===== config.mk =====
export PLATFORM = sky130hd
export DESIGN_NAME = ofdm_channel_equalizer_fixed
export DESIGN_NICKNAME = d
export VERILOG_FILES = /design/src/hdl/ofdm_eq_pkg.sv /design/src/hdl/ofdm_eq_mac.sv /design/src/hdl/ofdm_eq_norm.sv /design/src/hdl/ofdm_channel_equalizer_fixed.sv
export SDC_FILE = /design/constraint.sdc
export NUM_CORES = 1
export LEC_CHECK = 0
export BUFFER_PORTS_ARGS = -buffer_cell sky130_fd_sc_hd__buf_2
export CAP_MARGIN = 20
export CORE_MARGIN = 1
export CORE_UTILIZATION = 55
export CTS_BUF_LIST = sky130_fd_sc_hd__clkbuf_4
export CTS_CLUSTER_DIAMETER = 40
export DETAILED_ROUTE_END_ITERATION = 16
export GPL_TIMING_DRIVEN = 0
export PLACE_DENSITY = 0.73
export SLEW_MARGIN = 10
export SYNTH_ARGS = -nofsm -noshare
export SYNTH_HDL_FRONTEND = slang
export SYNTH_SLANG_ARGS = --single-unit

===== constraint.sdc =====
create_clock -name clk -period 15.2 [get_ports clk]
set_clock_uncertainty 0.05 [all_clocks]
set_input_delay 1.52 -clock clk [delete_from_list [all_inputs] [get_ports clk]]
set_output_delay 1.52 -clock clk [all_outputs]
set_load 0.01 [all_outputs]

===== src/hdl/ofdm_eq_pkg.sv =====
package ofdm_eq_pkg;

  // Field widths
  localparam int SampleW  = 16;
  localparam int ProdW    = 32;
  localparam int MantW    = 15;
  localparam int ExpW     = 7;
  localparam int ScaleW   = 4;
  localparam int NormW    = 5;
  localparam int NormMinW = 6;
  localparam int AccW     = ProdW + 1;

  // Reset values
  localparam logic [ScaleW-1:0]   SOFT_SCALE_RESET = 4'd6;
  localparam logic [NormMinW-1:0] NORM_MIN_RESET   = 6'd32;

  // Fixed part of the output shift: 14 + 16
  localparam logic signed [8:0] SHIFT_BASE = 9'sd30;
  localparam logic [4:0]        SHIFT_MAX  = 5'd31;

  // Multiply-accumulate operations
  typedef enum logic [1:0] {
    MAC_HOLD,
    MAC_LOAD,
    MAC_ADD,
    MAC_SUB
  } mac_op_t;

  // Sequencer states
  typedef enum logic [3:0] {
    S_IDLE,
    S_P0,
    S_P1,
    S_P2,
    S_P3,
    S_NRE,
    S_NIM,
    S_MRE,
    S_MIM,
    S_OUT
  } eq_state_t;

endpackage


===== src/hdl/ofdm_eq_mac.sv =====
// Shared signed 16x16 multiplier with a 33-bit accumulator
module ofdm_eq_mac (
  input  logic                                   clk,
  input  ofdm_eq_pkg::mac_op_t                   op,
  input  logic signed [ofdm_eq_pkg::SampleW-1:0] a,
  input  logic signed [ofdm_eq_pkg::SampleW-1:0] b,
  output logic signed [ofdm_eq_pkg::AccW-1:0]    acc
);

  logic signed [ofdm_eq_pkg::ProdW-1:0] prod;
  logic signed [ofdm_eq_pkg::AccW-1:0]  prod_ext;

  assign prod     = a * b;
  assign prod_ext = {prod[ofdm_eq_pkg::ProdW-1], prod};

  // Accumulator update
  always_ff @(posedge clk) begin
    case (op)
      ofdm_eq_pkg::MAC_LOAD: acc <= prod_ext;
      ofdm_eq_pkg::MAC_ADD:  acc <= acc + prod_ext;
      ofdm_eq_pkg::MAC_SUB:  acc <= acc - prod_ext;
      default:               acc <= acc;
    endcase
  end

endmodule


===== src/hdl/ofdm_eq_norm.sv =====
// Iterative sign-bit normalizer: binary search in five steps (16, 8, 4, 2, 1).
// Gives the redundant sign bit count and the value shifted left by it.
module ofdm_eq_norm (
  input  logic                                 clk,
  input  logic                                 rst,
  input  logic                                 load,
  input  logic [ofdm_eq_pkg::ProdW-1:0]        din,
  output logic                                 done,
  output logic [ofdm_eq_pkg::NormW-1:0]        count,
  output logic [ofdm_eq_pkg::SampleW-1:0]      high
);

  logic                          busy;
  logic [2:0]                    step;
  logic [ofdm_eq_pkg::ProdW-1:0] x;
  logic [4:0]                    k;
  logic [5:0]                    k_plus;
  logic [ofdm_eq_pkg::ProdW-1:0] mask;
  logic [ofdm_eq_pkg::ProdW-1:0] diff;
  logic                          hit;

  // Test whether the top k+1 bits all match the sign
  assign k      = 5'd16 >> step;
  assign k_plus = {1'b0, k} + 6'd1;
  assign mask   = ~({ofdm_eq_pkg::ProdW{1'b1}} >> k_plus);
  assign diff   = x ^ {ofdm_eq_pkg::ProdW{x[ofdm_eq_pkg::ProdW-1]}};
  assign hit    = (diff & mask) == '0;

  // Control
  always_ff @(posedge clk) begin
    if (rst) begin
      busy <= 1'b0;
      step <= '0;
    end else if (load) begin
      busy <= 1'b1;
      step <= '0;
    end else if (busy) begin
      step <= step + 3'd1;
      if (step == 3'd4) begin
        busy <= 1'b0;
      end
    end
  end

  // Datapath
  always_ff @(posedge clk) begin
    if (load) begin
      x     <= din;
      count <= '0;
    end else if (busy && hit) begin
      x     <= x << k;
      count <= count + k;
    end
  end

  assign done = ~busy;
  assign high = x[ofdm_eq_pkg::ProdW-1 -: ofdm_eq_pkg::SampleW];

endmodule


===== src/hdl/ofdm_channel_equalizer_fixed.sv =====
// OFDM zero-forcing equalizer, fixed point, one subcarrier per request.
// Input channel (in_valid/in_ready) carries y, conj(h), the reciprocal of
// |h|^2 as mantissa and exponent, and last_in. Output channel
// (out_valid/out_ready) carries the equalized point, y*conj(h), the running
// minimum of sign-bit counts and last_out.
// One shared 16x16 multiplier forms the four partial products, then the two
// mantissa products; an iterative normalizer handles each part in turn.
// The block takes one request at a time: it accepts no new request until
// it is through with the last. A finished result sits in the output register,
// and the next request is accepted while it waits. If the receiver stalls
// until the next result is ready, the block holds that second result until
// the register frees. soft_scale is written through cfg_we/cfg_wdata; the
// user must do so only while idle, the block itself does not enforce it.
// Reset (rst, synchronous) empties the block, sets soft_scale to 6 and the
// running minimum to 32; the minimum returns to 32 after each last_in item.
module ofdm_channel_equalizer_fixed (
  input  logic                                          clk,
  input  logic                                          rst,
  input  logic                                          cfg_we,
  input  logic [ofdm_eq_pkg::ScaleW-1:0]                cfg_wdata,
  input  logic                                          in_valid,
  output logic                                          in_ready,
  input  logic signed [ofdm_eq_pkg::SampleW-1:0]        y_re,
  input  logic signed [ofdm_eq_pkg::SampleW-1:0]        y_im,
  input  logic signed [ofdm_eq_pkg::SampleW-1:0]        hconj_re,
  input  logic signed [ofdm_eq_pkg::SampleW-1:0]        hconj_im,
  input  logic [ofdm_eq_pkg::MantW-1:0]                 recip_mant,
  input  logic signed [ofdm_eq_pkg::ExpW-1:0]           recip_exp,
  input  logic                                          last_in,
  output logic                                          out_valid,
  input  logic                                          out_ready,
  output logic signed [ofdm_eq_pkg::SampleW-1:0]        eq_re,
  output logic signed [ofdm_eq_pkg::SampleW-1:0]        eq_im,
  output logic signed [ofdm_eq_pkg::ProdW-1:0]          prod_re,
  output logic signed [ofdm_eq_pkg::ProdW-1:0]          prod_im,
  output logic [ofdm_eq_pkg::NormMinW-1:0]              headroom_min,
  output logic                                          last_out
);

  ofdm_eq_pkg::eq_state_t state, state_next;

  logic [ofdm_eq_pkg::ScaleW-1:0]         soft_scale;
  logic [ofdm_eq_pkg::NormMinW-1:0]       running_min;

  // Captured request
  logic signed [ofdm_eq_pkg::SampleW-1:0] yr, yi, hr, hi;
  logic [ofdm_eq_pkg::MantW-1:0]          mant;
  logic signed [ofdm_eq_pkg::ExpW-1:0]    ex;
  logic                                   last;

  // Intermediate results
  logic signed [ofdm_eq_pkg::ProdW-1:0]   pr, pi;
  logic [ofdm_eq_pkg::NormW-1:0]          n_re, n_im;
  logic signed [ofdm_eq_pkg::SampleW-1:0] nh_re, nh_im;
  logic signed [ofdm_eq_pkg::SampleW-1:0] eq_re_hold;

  // Shared units
  ofdm_eq_pkg::mac_op_t                   mac_op;
  logic signed [ofdm_eq_pkg::SampleW-1:0] mac_a, mac_b;
  logic signed [ofdm_eq_pkg::AccW-1:0]    acc;
  logic signed [ofdm_eq_pkg::ProdW-1:0]   acc_sat;
  logic                                   norm_load;
  logic                                   norm_done;
  logic [ofdm_eq_pkg::NormW-1:0]          norm_count;
  logic [ofdm_eq_pkg::SampleW-1:0]        norm_high;

  logic                                   out_free;
  logic [ofdm_eq_pkg::NormW-1:0]          sh_n;
  logic signed [8:0]                      sh_raw;
  logic [4:0]                             sh;
  logic signed [ofdm_eq_pkg::ProdW-1:0]   shifted;
  logic [ofdm_eq_pkg::NormMinW-1:0]       mn_a, mn;

  ofdm_eq_mac u_mac (
    .clk (clk),
    .op  (mac_op),
    .a   (mac_a),
    .b   (mac_b),
    .acc (acc)
  );

  ofdm_eq_norm u_norm (
    .clk   (clk),
    .rst   (rst),
    .load  (norm_load),
    .din   (acc_sat),
    .done  (norm_done),
    .count (norm_count),
    .high  (norm_high)
  );

  // Accumulator saturated to 32 bits
  always_comb begin
    if (acc[ofdm_eq_pkg::AccW-1] != acc[ofdm_eq_pkg::ProdW-1]) begin
      acc_sat = acc[ofdm_eq_pkg::AccW-1] ? 32'sh8000_0000 : 32'sh7FFF_FFFF;
    end else begin
      acc_sat = acc[ofdm_eq_pkg::ProdW-1:0];
    end
  end

  // Output shift: 30 + n - soft_scale - exponent, clamped to 0..31
  assign sh_n   = (state == ofdm_eq_pkg::S_MIM) ? n_re : n_im;
  assign sh_raw = ofdm_eq_pkg::SHIFT_BASE + $signed({4'b0, sh_n})
                - $signed({5'b0, soft_scale}) - $signed({{2{ex[6]}}, ex});
  always_comb begin
    if (sh_raw < 0) begin
      sh = '0;
    end else if (sh_raw > $signed({4'b0, ofdm_eq_pkg::SHIFT_MAX})) begin
      sh = ofdm_eq_pkg::SHIFT_MAX;
    end else begin
      sh = sh_raw[4:0];
    end
  end
  assign shifted = $signed(acc[ofdm_eq_pkg::ProdW-1:0]) >>> sh;

  // Running minimum including this item
  assign mn_a = ({1'b0, n_re} < running_min) ? {1'b0, n_re} : running_min;
  assign mn   = ({1'b0, n_im} < mn_a) ? {1'b0, n_im} : mn_a;

  assign out_free = ~out_valid | out_ready;
  assign in_ready = (state == ofdm_eq_pkg::S_IDLE);

  // Sequencer: next state and unit controls
  always_comb begin
    state_next = state;
    mac_op     = ofdm_eq_pkg::MAC_HOLD;
    mac_a      = yr;
    mac_b      = hr;
    norm_load  = 1'b0;
    case (state)
      ofdm_eq_pkg::S_IDLE: begin
        if (in_valid) begin
          state_next = ofdm_eq_pkg::S_P0;
        end
      end
      ofdm_eq_pkg::S_P0: begin
        mac_op     = ofdm_eq_pkg::MAC_LOAD;
        state_next = ofdm_eq_pkg::S_P1;
      end
      ofdm_eq_pkg::S_P1: begin
        mac_op     = ofdm_eq_pkg::MAC_SUB;
        mac_a      = yi;
        mac_b      = hi;
        state_next = ofdm_eq_pkg::S_P2;
      end
      ofdm_eq_pkg::S_P2: begin
        // real part is final: start normalizing it
        norm_load  = 1'b1;
        mac_op     = ofdm_eq_pkg::MAC_LOAD;
        mac_b      = hi;
        state_next = ofdm_eq_pkg::S_P3;
      end
      ofdm_eq_pkg::S_P3: begin
        mac_op     = ofdm_eq_pkg::MAC_ADD;
        mac_a      = yi;
        state_next = ofdm_eq_pkg::S_NRE;
      end
      ofdm_eq_pkg::S_NRE: begin
        if (norm_done) begin
          norm_load  = 1'b1;
          state_next = ofdm_eq_pkg::S_NIM;
        end
      end
      ofdm_eq_pkg::S_NIM: begin
        if (norm_done) begin
          state_next = ofdm_eq_pkg::S_MRE;
        end
      end
      ofdm_eq_pkg::S_MRE: begin
        mac_op     = ofdm_eq_pkg::MAC_LOAD;
        mac_a      = $signed({1'b0, mant});
        mac_b      = nh_re;
        state_next = ofdm_eq_pkg::S_MIM;
      end
      ofdm_eq_pkg::S_MIM: begin
        mac_op     = ofdm_eq_pkg::MAC_LOAD;
        mac_a      = $signed({1'b0, mant});
        mac_b      = nh_im;
        state_next = ofdm_eq_pkg::S_OUT;
      end
      ofdm_eq_pkg::S_OUT: begin
        if (out_free) begin
          state_next = ofdm_eq_pkg::S_IDLE;
        end
      end
      default: begin
        state_next = ofdm_eq_pkg::S_IDLE;
      end
    endcase
  end

  // State register
  always_ff @(posedge clk) begin
    if (rst) begin
      state <= ofdm_eq_pkg::S_IDLE;
    end else begin
      state <= state_next;
    end
  end

  // Configuration register
  always_ff @(posedge clk) begin
    if (rst) begin
      soft_scale <= ofdm_eq_pkg::SOFT_SCALE_RESET;
    end else if (cfg_we) begin
      soft_scale <= cfg_wdata;
    end
  end

  // Request capture
  always_ff @(posedge clk) begin
    if (in_valid && in_ready) begin
      yr   <= y_re;
      yi   <= y_im;
      hr   <= hconj_re;
      hi   <= hconj_im;
      mant <= recip_mant;
      ex   <= recip_exp;
      last <= last_in;
    end
  end

  // Intermediate captures
  always_ff @(posedge clk) begin
    if (state == ofdm_eq_pkg::S_P2) begin
      pr <= acc_sat;
    end
    if (state == ofdm_eq_pkg::S_NRE && norm_done) begin
      pi    <= acc_sat;
      n_re  <= norm_count;
      nh_re <= norm_high;
    end
    if (state == ofdm_eq_pkg::S_NIM && norm_done) begin
      n_im  <= norm_count;
      nh_im <= norm_high;
    end
    if (state == ofdm_eq_pkg::S_MIM) begin
      eq_re_hold <= shifted[ofdm_eq_pkg::SampleW-1:0];
    end
  end

  // Output register and running minimum
  always_ff @(posedge clk) begin
    if (rst) begin
      out_valid   <= 1'b0;
      running_min <= ofdm_eq_pkg::NORM_MIN_RESET;
    end else if (state == ofdm_eq_pkg::S_OUT && out_free) begin
      out_valid   <= 1'b1;
      running_min <= last ? ofdm_eq_pkg::NORM_MIN_RESET : mn;
    end else if (out_valid && out_ready) begin
      out_valid <= 1'b0;
    end
  end

  always_ff @(posedge clk) begin
    if (state == ofdm_eq_pkg::S_OUT && out_free) begin
      eq_re        <= eq_re_hold;
      eq_im        <= shifted[ofdm_eq_pkg::SampleW-1:0];
      prod_re      <= pr;
      prod_im      <= pi;
      headroom_min <= mn;
      last_out     <= last;
    end
  end

endmodule

==> run summary <==
Post-DP HPWL = 70.6 mm
All-Layer GR Usage = 0.314
RSZ-0062 raised after global routing = no
Synth Area in Compound Gates = 0.125
Wire per inst = 21.8 µm
Die ar. = 0.0566 mm²
MaxCap Viol Count = 0
Synth Area in XOR/XNOR = 0.0289
FP Rows = 86
Share of cells above drive strength 1 = 0.140
Seq/Total Area, Yosys = 0.385
Crit path kind = reg -> reg
Synthesis Warnings = 0
Synthesized area = 0.0306 mm²
Multiplexer share of the synthesized area = 0.0616
Tmin final = 14.22 ns
Avg Vias per Cell = 5.84
Hold Path Stages = 0
Seq. cell area = 0.0118 mm²
Status = finished clean
Vias in the first global route = 23600
Min-Delay Endpoint = prod_im[17]$_DFFE_PP_
Initial DRC count = 2179
RR Startpoint = state[1]$_SDFFE_PP0P_
Gate Count Post-Synth = 2858
Worst Min Path Start = pi[17]$_DFFE_PP_
Die Y = 238 µm
Crit path max fanout = 10
Postcts setup bufs = 0
Hold Buf Count CTS = 0
Non-Filler Instances = 4025
Setup_tns = 0 ns
Hold WC Path Type = reg -> reg
CTS H-tree lvls = 3
CP peak stage delay = 0.78 ns
Core area = 0.0551 mm²
Routability cong. = 0.970
CP Buf/Inv Count = 9
Number of setup violations in the final report = 0
Post-synth top area cell = edfxtp_1
Crit path max-delay family = simple AND/OR/NAND/NOR gates
Initial antenna violation count = 4
Grt ovf = 0
Period utilisation layout = 0.935
Final Hold Fails = 0
Least-Margin Pin Slew = 1.11 ns
Reg clk slew, reported paths = 0.07 ns
Fmax = 70.3 MHz
Worst reg2reg setup slack = 0.98 ns
Cts repair resizes = 0
Post-DP Area = 0.0329 mm²
Number of CTS-inserted buffers = 100
Largest family of logic cells by synthesized area = adder cells
Top cells by area, synth = edfxtp_1 37%, fa_1 17%, ha_1 6.0%, mux2i_1 5.7%, inv_1 4.4%
Placed cells = 3834
DRC Markers = 0
Mapped Nets = 3368
Multi-input gate area = 0.0171 mm²
Clk sinks = 401
Met2 wire length = 41.3 mm
Worst R2R Path Depth = 41
Synth unique cells = 88
Port Buffers = 199
Root Buffer = clkbuf_4
Number of synthesized flops with an enable pin = 377
# fillers = 4611
Most used cell, CP = fa_1
Data required, critical path = 15.81 ns
IO Count = 201
Crit path capture type = flip-flop
Synth Area in Simple Gates = 0.106
Routed WL = 87.9 mm
DR WL met3 = 6.99 mm
Final design utilization = 0.623
Fin. max-slew vios = 0
Largest net degree at the start of global routing = 75
Via count = 23500
Area Growth Syn to Fin = 12.1%
CTS tree = yes
Worst Setup Start Kind = flip-flop
CP max-delay cell = o311ai_0
Worst skew pair latency = 0.94 ns
Rel. slew slack = 0.259
Worst R2R End = u_mac.acc[32]$_DFFE_PP_
Die Wd = 238 µm
Final Net Count = 3700
Flops & latches, synth = 401
Post-route cell area = 0.0343 mm²
Starting Density = 0.556
Met1 wire length = 36.6 mm
Synth Area per Inst = 10.7 µm²
Synth top area share = 0.370
Router iterations before antenna repair = 6
First-pass GRT wire length = 135 mm
Top routing layer used = met5
Async S/R FF share, synth = 0
Post-Synth Adder-Cell Area = 0.234
Maximum root-to-sink buffer count = 3
Crit path arrival time = 14.82 ns
Routed Antenna Nets = 0
Synth Flop Type = edfxtp_1
-- cells in the final DEF, fill, tap and decap left out, types with 120 or more instances in the layout --
cell / netlist / routed
a21oi_1: 120 / 120
mux2i_1: 174 / 174
clkbuf_4: 0 / 151
nand2_1: 261 / 260
fa_1: 266 / 266
nor2_1: 247 / 247
buf_2: 7 / 212
inv_1: 357 / 356
edfxtp_1: 377 / 377
ha_1: 148 / 148
-- worst register-to-register path, delay by kind of cell, from the launching register on --
family          cells  cell delay [ns]
simple gates       15             4.16
fa+ha+maj           8             3.83
buf+inv             9             2.60
compound gates      6             2.54
xor+xnor            3             0.54
flops               1             0.30
-- worst max path at each step --
stage,cells past startpoint,to,slack (ns),startpoint
floorplan,41,u_mac.acc[32]$_DFFE_PP_,3.80,state[1]$_SDFFE_PP0P_
global placement,6,u_norm.x[10]$_DFFE_PP_,0.46,u_norm.busy$_SDFF_PP0_
detailed placement,41,u_mac.acc[32]$_DFFE_PP_,1.19,state[1]$_SDFFE_PP0P_
CTS,41,u_mac.acc[32]$_DFFE_PP_,1.18,state[1]$_SDFFE_PP0P_
global route,41,u_mac.acc[32]$_DFFE_PP_,0.37,state[1]$_SDFFE_PP0P_
finish,41,u_mac.acc[32]$_DFFE_PP_,0.98,state[1]$_SDFFE_PP0P_
-- cells by family after synthesis --
kind of cell,after synthesis
AOI/OAI and AO/OA,558
DFF,401
muxes,186
xor gates and xnor gates,101
and+or+nand+nor,720
buffers and inverters,477
adders and majority gates,414
other,1
-- sequential cells by signal, summed over array words and instances (netlist names), 6 cells and up --
name	cells
u_mac.acc	33
pi	32
pr	32
prod_im	32
prod_re	32
u_norm.x	32
eq_im	16
eq_re	16
eq_re_hold	16
hi	16
hr	16
nh_im	16
nh_re	16
yi	16
yr	16
mant	15
ex	7
headroom_min	6
running_min	6
-- synthesized netlist by cell type (31+ instances only) --
cell type and n:
a21o_1 35, a21oi_1 120, and2_1 31, clkbuf_1 92
edfxtp_1 377, fa_1 266, ha_1 148, inv_1 357
mux2i_1 174, nand2_1 261, nand2b_1 36, nor2_1 247
o21a_1 51, o21ai_0 113, xnor2_1 54, xor2_1 47
-- metal layers --
metal,up-vias,track usage
met5,-,0
met4,2,0.116
met3,208,0.0571
met2,1118,0.521
met1,11500,0.413
li1,10700,-
-- metrics by stage --
step	hold slack, ns	worst slack (ns)
finish	0.326	0.983
global route	0.347	0.366
CTS	0.326	1.18
detailed placement	0.355	1.19
global placement	0.352	0.463
floorplan	0.350	3.80
-- final cells by class --
| cell class | instances | share of cell area |
|---|---|---|
| multi-input cells | 1980 | 0.498 |
| flip-flops and latches | 401 | 0.344 |
| inverters | 360 | 0.0394 |
| repair buffers | 230 | 0.0376 |
| clock buffers | 151 | 0.0330 |
| well taps | 748 | 0.0273 |
| plain buffers | 117 | 0.0132 |
| clock inverters | 33 | 0.00685 |
| diodes | 5 | 0.000364 |
Power is not shown: default switching activity piles up to over one toggle a cycle in this logic, so the estimate is an artifact.
